### config.mk
export PLATFORM = sky130hd
export DESIGN_NAME = rwmc_dir_sel
export DESIGN_NICKNAME = d
export VERILOG_FILES = /design/src/rwmc_pkg.sv /design/src/rwmc_dir_sel.sv
export SDC_FILE = /design/constraint.sdc
export NUM_CORES = 1
export LEC_CHECK = 0
export BUFFER_PORTS_ARGS = -buffer_cell sky130_fd_sc_hd__buf_2
export CORE_UTILIZATION = 48
export DETAILED_ROUTE_END_ITERATION = 10
export PLACE_DENSITY = 0.91
export SLEW_MARGIN = 0
export SYNTH_ARGS = -nofsm -noshare
export SYNTH_HDL_FRONTEND = slang
export SYNTH_SLANG_ARGS = --single-unit
### constraint.sdc
create_clock -name vclk -period 4
set_input_delay 0.2 -clock vclk [all_inputs]
set_output_delay 0.2 -clock vclk [all_outputs]
set_load 0.01 [all_outputs]
### src/rwmc_pkg.sv
// ----------------------------------------------------------------------------
// rwmc_pkg: shared definitions for the random walk maze carver
// Direction codes, passage bits, register indexes, field widths and helpers.
// ----------------------------------------------------------------------------
`default_nettype none

package rwmc_pkg;

	// default grid limits
	localparam int DEF_MAX_WIDTH  = 64;
	localparam int DEF_MAX_HEIGHT = 64;

	// register widths and reset values
	localparam int SIZE_REG_W   = 7;
	localparam int START_REG_W  = 6;
	localparam int CFG_INDEX_W  = 2;
	localparam logic [SIZE_REG_W-1:0]  RST_GRID_WIDTH  = 7'd64;
	localparam logic [SIZE_REG_W-1:0]  RST_GRID_HEIGHT = 7'd64;
	localparam logic [START_REG_W-1:0] RST_START_X     = 6'd0;
	localparam logic [START_REG_W-1:0] RST_START_Y     = 6'd0;

	// register indexes
	localparam logic [CFG_INDEX_W-1:0] CFG_GRID_WIDTH  = 2'd0;
	localparam logic [CFG_INDEX_W-1:0] CFG_GRID_HEIGHT = 2'd1;
	localparam logic [CFG_INDEX_W-1:0] CFG_START_X     = 2'd2;
	localparam logic [CFG_INDEX_W-1:0] CFG_START_Y     = 2'd3;

	// stream field widths
	localparam int IN_DATA_W  = 24;
	localparam int OUT_DATA_W = 32;
	localparam int PORT_XY_W  = 6;
	localparam int CELLS_W    = 12;
	localparam int BITS_W     = 4;

	// direction codes
	localparam logic [1:0] DIR_N = 2'd0;
	localparam logic [1:0] DIR_S = 2'd1;
	localparam logic [1:0] DIR_W = 2'd2;
	localparam logic [1:0] DIR_E = 2'd3;

	// passage bits
	localparam logic [BITS_W-1:0] PASS_N = 4'd1;
	localparam logic [BITS_W-1:0] PASS_S = 4'd2;
	localparam logic [BITS_W-1:0] PASS_W = 4'd4;
	localparam logic [BITS_W-1:0] PASS_E = 4'd8;

	// chosen move of one step
	typedef struct packed {
		logic       found;
		logic [1:0] dir;
	} step_sel_t;

	function automatic logic [BITS_W-1:0] dir_bit(input logic [1:0] dir);
		logic [BITS_W-1:0] b;
		case (dir)
			DIR_N:   b = PASS_N;
			DIR_S:   b = PASS_S;
			DIR_W:   b = PASS_W;
			default: b = PASS_E;
		endcase
		return b;
	endfunction

	function automatic logic [1:0] opposite_dir(input logic [1:0] dir);
		logic [1:0] o;
		case (dir)
			DIR_N:   o = DIR_S;
			DIR_S:   o = DIR_N;
			DIR_W:   o = DIR_E;
			default: o = DIR_W;
		endcase
		return o;
	endfunction

endpackage

`default_nettype wire

### src/rwmc_dir_sel.sv
// ----------------------------------------------------------------------------
// rwmc_dir_sel: move selection of one walk step
// Picks the first of four trial directions that stays in the grid and gives
// the neighbor coordinates.
// ----------------------------------------------------------------------------
`default_nettype none

module rwmc_dir_sel #(
	parameter int XW  = 6,
	parameter int YW  = 6,
	parameter int EWW = 7,
	parameter int EHW = 7
) (
	input  wire logic [XW-1:0]    pos_x,
	input  wire logic [YW-1:0]    pos_y,
	input  wire logic [EWW-1:0]   eff_w,
	input  wire logic [EHW-1:0]   eff_h,
	input  wire logic [7:0]       try_dirs,
	output rwmc_pkg::step_sel_t   sel,
	output logic      [XW-1:0]    nbr_x,
	output logic      [YW-1:0]    nbr_y
);
	import rwmc_pkg::*;

	logic [3:0] dir_ok;
	logic [1:0] d;

	// bounds of each direction
	always_comb begin
		dir_ok[DIR_N] = (pos_y != '0);
		dir_ok[DIR_S] = ((32'(pos_y) + 1) < 32'(eff_h));
		dir_ok[DIR_W] = (pos_x != '0);
		dir_ok[DIR_E] = ((32'(pos_x) + 1) < 32'(eff_w));
	end

	// first in-bounds try wins
	always_comb begin
		sel.found = 1'b0;
		sel.dir   = DIR_N;
		for (int i = 0; i < 4; i++) begin
			d = try_dirs[2*i +: 2];
			if (!sel.found && dir_ok[d]) begin
				sel.found = 1'b1;
				sel.dir   = d;
			end
		end
	end

	// neighbor coordinates
	always_comb begin
		nbr_x = pos_x;
		nbr_y = pos_y;
		case (sel.dir)
			DIR_N:   nbr_y = YW'(pos_y - 1'b1);
			DIR_S:   nbr_y = YW'(pos_y + 1'b1);
			DIR_W:   nbr_x = XW'(pos_x - 1'b1);
			default: nbr_x = XW'(pos_x + 1'b1);
		endcase
	end

endmodule

`default_nettype wire

Word-level counts from Yosys, hierarchy flattened
Cells that the tools add are included.

cells by class
  equality and inequality tests = 2
  reductions and logical operators = 10
  add/subtract/negate cells = 6
  mux-type cells = 14
  magnitude comparators = 6

operator list
  kind                                                         count
  case mux 6 bit (2 select lines)                              2
  adder 6 x 1 -> 7 bit (second input constant)                 2
  less-than comparator 7 bit                                   2
  adder 6 x 1 -> 6 bit (second input constant)                 2
  less-than comparator 2 x 3 -> 1 bit (second input constant)  4
  2-to-1 mux 3 bit                                             4
  nonzero test 6 bit                                           2
  subtractor 6 x 1 -> 6 bit (second input constant)            2
  binary-select mux 1 bit (select 2 bit)                       4
  2-to-1 mux 1 bit                                             4
  logical AND 1 bit                                            3
  zero test 1 bit                                              3
  == test 2 x 1 -> 1 bit (second input constant)               1
  == test 2 bit (second input constant)                        1
  zero test 2 bit                                              1
  OR reduction 2 bit                                           1

word-level totals
  register bits after elaboration = 0

Longest topological paths before layout
  depth in word-level cells = 17
  gate-level depth with buffers = 22
  depth with buffers taken out = 21

Worst setup path after synthesis
OpenSTA, ideal clock, no wires.

  path kind = input -> output
  start = input pos_y[0]
  end = output nbr_y[5]
  setup slack = -0.500 ns
  stages = 21
  data required time = 3.800 ns
  arrival = 4.300 ns
  path buffers = 2
  cells stage by stage = ha_1 > xor2_1 > ha_1 > a21o_1 > a31oi_4 > o221ai_2 > a211o_1 > and3_1 > o32a_1 > buf_6 > clkbuf_1 > inv_1 > nand2_1 > ha_1 > a21o_1 > a21oi_1 > o21bai_1 > a21o_1 > nand3_1 > or3b_1 > xnor2_1

RTL lines
  what             line                source
  start, declared  rwmc_dir_sel.sv:15  input wire logic [YW-1:0] pos_y,
  end, declared    rwmc_dir_sel.sv:21  output logic [YW-1:0] nbr_y

Worst setup path in the final report
  start = input pos_x[3]
  end = output nbr_x[5]

between the ends
  longest elaborated chain between the ends = 17
  elaborated cells on any way between the ends = 28
  classes of those cells = add/sub (3); order compare (1); eq/ne (2); mux (13); reduce/logical (9)

ends and longest elaborated chain
  what                                                              line                source
  start, declared                                                   rwmc_dir_sel.sv:14  input wire logic [XW-1:0] pos_x,
  adder 6 x 1 -> 7 bit                                              rwmc_dir_sel.sv:33  dir_ok[DIR_E] = ((32'(pos_x) + 1) < 32'(eff_w));
  less-than comparator 7 bit                                        rwmc_dir_sel.sv:33
  binary-select mux 1 bit (select 2 bit)                            rwmc_dir_sel.sv:42  if (!sel.found && dir_ok[d]) begin
  2-to-1 mux 1 bit (not written as such)                            rwmc_dir_sel.sv:42
  2-to-1 mux 3 bit                                                  rwmc_dir_sel.sv:42
  zero test 1 bit                                                   rwmc_dir_sel.sv:42
  logical AND 1 bit                                                 rwmc_dir_sel.sv:42
  2-to-1 mux 3 bit                                                  rwmc_dir_sel.sv:42
  zero test 1 bit                                                   rwmc_dir_sel.sv:42
  logical AND 1 bit                                                 rwmc_dir_sel.sv:42
  2-to-1 mux 3 bit                                                  rwmc_dir_sel.sv:42
  zero test 1 bit                                                   rwmc_dir_sel.sv:42
  logical AND 1 bit                                                 rwmc_dir_sel.sv:42
  2-to-1 mux 3 bit                                                  rwmc_dir_sel.sv:42
  == test 2 x 1 -> 1 bit / zero test 2 bit (equally long branches)  rwmc_dir_sel.sv:53  case (sel.dir)
  OR reduction 2 bit (no line)                                      -
  case mux 6 bit (2 select lines) (*)                               rwmc_dir_sel.sv:53
  end, declared                                                     rwmc_dir_sel.sv:20  output logic [XW-1:0] nbr_x,

Mark *: on every way between the ends. The rest lies on a longest branch, timed or not. The select of a mux whose other input is x is not followed.

==> impl_metrics.json <==
{
  "status": "finished with violations",
  "violations": "negative setup slack",
  "layout_setup_ws_ns": -0.6712,
  "wl_per_cell_um": 21.74,
  "crit_slowest_cell": "o32a_1",
  "multiInputGateArea_mm2": 0.001388,
  "grt-busiest-layer": "met2",
  "slowest_delay_ns": 0.43,
  "crit_path_frequent_cell": "buf_4",
  "globalRouteOverflowTotal": 0,
  "nFillCells": 102,
  "grt_usage_pct": 37.27,
  "muxShareOfSynthArea_pct": 8.869,
  "route.detailed.drc": 0,
  "finalPower_uw": 474.0,
  "p_leak_uw": 0.001213,
  "max-cap-violations": 0,
  "yosys_warnings": 0,
  "worst_ep_arrival_time_ns": 4.47,
  "port_buffers": 49,
  "seq_area_um2": 0,
  "period_needed_ns": 4.671,
  "yosys.area_share.simple_pct": 21.15,
  "rsz0062_at_grt": "yes",
  "yosysUniqueCellTypes": 40,
  "grt_pass1_wl_um": 7921,
  "yosysSeqAreaShare_pct": 0,
  "syn-num-nets": 232,
  "place_congestion": 0.8856,
  "design.seq.count": 0,
  "critical_path.max_fanout": 6,
  "slew_violations": 0,
  "areaGrowthSynthToFinish_pct": 78.17,
  "min_period_over_period_pct": 116.8,
  "synth_xor_xnor_area_share_pct": 12.28,
  "gr-usage-met2_pct": 67.49,
  "synth.cell_area_mm2": 0.001284,
  "wl_um": 6782,
  "postCtsHoldBufs": 0,
  "worstMarginPinSlew_ns": 0.3725,
  "io_pins": 49,
  "rows": 18,
  "fin_tns_setup_ns": -2.664,
  "path_cells": "buf_2 > buf_4 > buf_4 > xnor2_1 > ha_1 > a21oi_2 > o21ai_1 > a21o_1 > mux2i_2 > a211o_1 > o32a_1 > buf_4 > nand3_2 > inv_2 > ha_4 > a21o_1 > a21oi_2 > nor2b_1 > o21ai_1 > nand2b_1 > a21oi_1 > and3b_2 > xor2_2 > buf_2",
  "die-area_mm2": 0.002885,
  "maxSlewHeadroom_pct": 75.02,
  "drt-initial-drc-count": 108,
  "vias": 2030,
  "whs_ns": 0.8481,
  "synth_top_area_share_pct": 23.39,
  "via_per_inst": 6.506,
  "grt_pass1_vias": 1832,
  "antennaDiodeCount": 0,
  "hold_viol": 0,
  "cp.required_ns": 3.80,
  "max-vdd-ir-drop_mv": 0.2184,
  "final_area_mm2": 0.002287,
  "firstDrtPassIters": 7,
  "use_met1_pct": 38.93,
  "synth_fa_ha_area_share_pct": 26.51,
  "synth.area.top_cells": "ha_1, xnor2_1, inv_1",
  "die_h_um": 53.72,
  "min_path_type": "primary input to primary output",
  "grt_antenna_before_repair": 0,
  "netlist.top_cell.by_area": "ha_1",
  "ant_nets": 0,
  "use_met3_pct": 7.345,
  "post_dp_cell_area_mm2": 0.002021,
  "synth_compound_area_share_pct": 23.59,
  "max_freq_mhz": 214.1,
  "layout-drive-gt1-share_pct": 54.61,
  "n_clock_buffer": 0,
  "path_delay_family": "compound AO/OA/AOI/OAI gates",
  "p_per_area_mw_per_mm2": 207.2,
  "end_kind": "primary output",
  "setup_viol": 9,
  "coreArea_mm2": 0.002500,
  "syn_inst": 172,
  "hpwl_um": 3852,
  "die_w_um": 53.72,
  "avgSynthCellArea_um2": 7.464,
  "synth_top_family_by_area": "adder cells",
  "start_util_pct": 51.35,
  "critPathLaunchType": "primary input",
  "grt_max_degree": 11,
  "path_buf_inv": 6,
  "path_class": "primary input to primary output",
  "final_nets": 344
}
synthesized netlist by cell type, types with 2 or more instances:
cell type / number
ha_1: 24
inv_1: 22
nand2_1: 14
xnor2_1: 14
a21oi_1: 13
nand3_1: 10
nor2_1: 10
o21ai_0: 7
a21o_1: 6
and3_1: 5
a211oi_1: 4
mux2_2: 4
xor2_1: 4
nand2b_1: 3
a211o_1: 2
fa_1: 2
mux2i_1: 2
nor2b_1: 2
nor4_1: 2
o211ai_1: 2
timing repair:
| item | in CTS | in global routing |
|---|---|---|
| resized for setup | 28 | 19 |
| endpoints found under the setup margin | 7 | 8 |
| pin swaps | 26 | 16 |
| setup buffers | 7 | 5 |
cell type report:
type               instances  share of cell area [%]
inverters                 22                   3.720
multi-input cells        148                   60.67
well taps                 30                   1.641
repair buffers           112                   33.97
final timing paths:
path        to  depth (start not counted)  slack [ns]      from
max   nbr_x[5]                         24       -0.67  pos_x[3]
min   nbr_y[5]                          4        0.85  pos_y[5]
through the flow:
stage / util, % / cells / worst slack [ns]
floorplan: - / 172 / -0.1336
global placement: 80.83 / 304 / -0.3658
detailed placement: 80.83 / 304 / -0.5200
CTS: 85.94 / 309 / -0.3525
global route: 91.49 / 312 / -0.7785
finish: 91.49 / 312 / -0.6712
per-layer routing:
layer,part of all wire (%),routed length (µm)
met4,11,777
met2,45,3082
met5,0,0
met1,32,2181
met3,11,741
kinds of logic after synthesis:
logic type / after synthesis
compound gates: 43
xor+xnor: 18
fa+ha+maj: 26
simple gates: 53
buf+inv: 24
mux: 8
power breakdown:
part,switching [µW],internal [µW]
combinational,232,242
clock,0,0
sequential,0,0
layout by cell type, fill, tap and decap left out, drive strengths merged, types with 2 or more instances in the layout:
| master | n |
|---|---|
| buf | 112 |
| ha | 24 |
| inv | 22 |
| nand2 | 15 |
| xnor2 | 14 |
| a21oi | 13 |
| nor2 | 10 |
| nand3 | 10 |
| o21ai | 8 |
| a21o | 6 |
| and3 | 5 |
| xor2 | 4 |
| a211oi | 4 |
| mux2 | 4 |
| nand2b | 3 |
| o211ai | 2 |
| nor4 | 2 |
| nor2b | 2 |
| a211o | 2 |
| mux2i | 2 |
| mux4 | 2 |
| fa | 2 |
No activity file was read; power rests on OpenSTA's default activity.
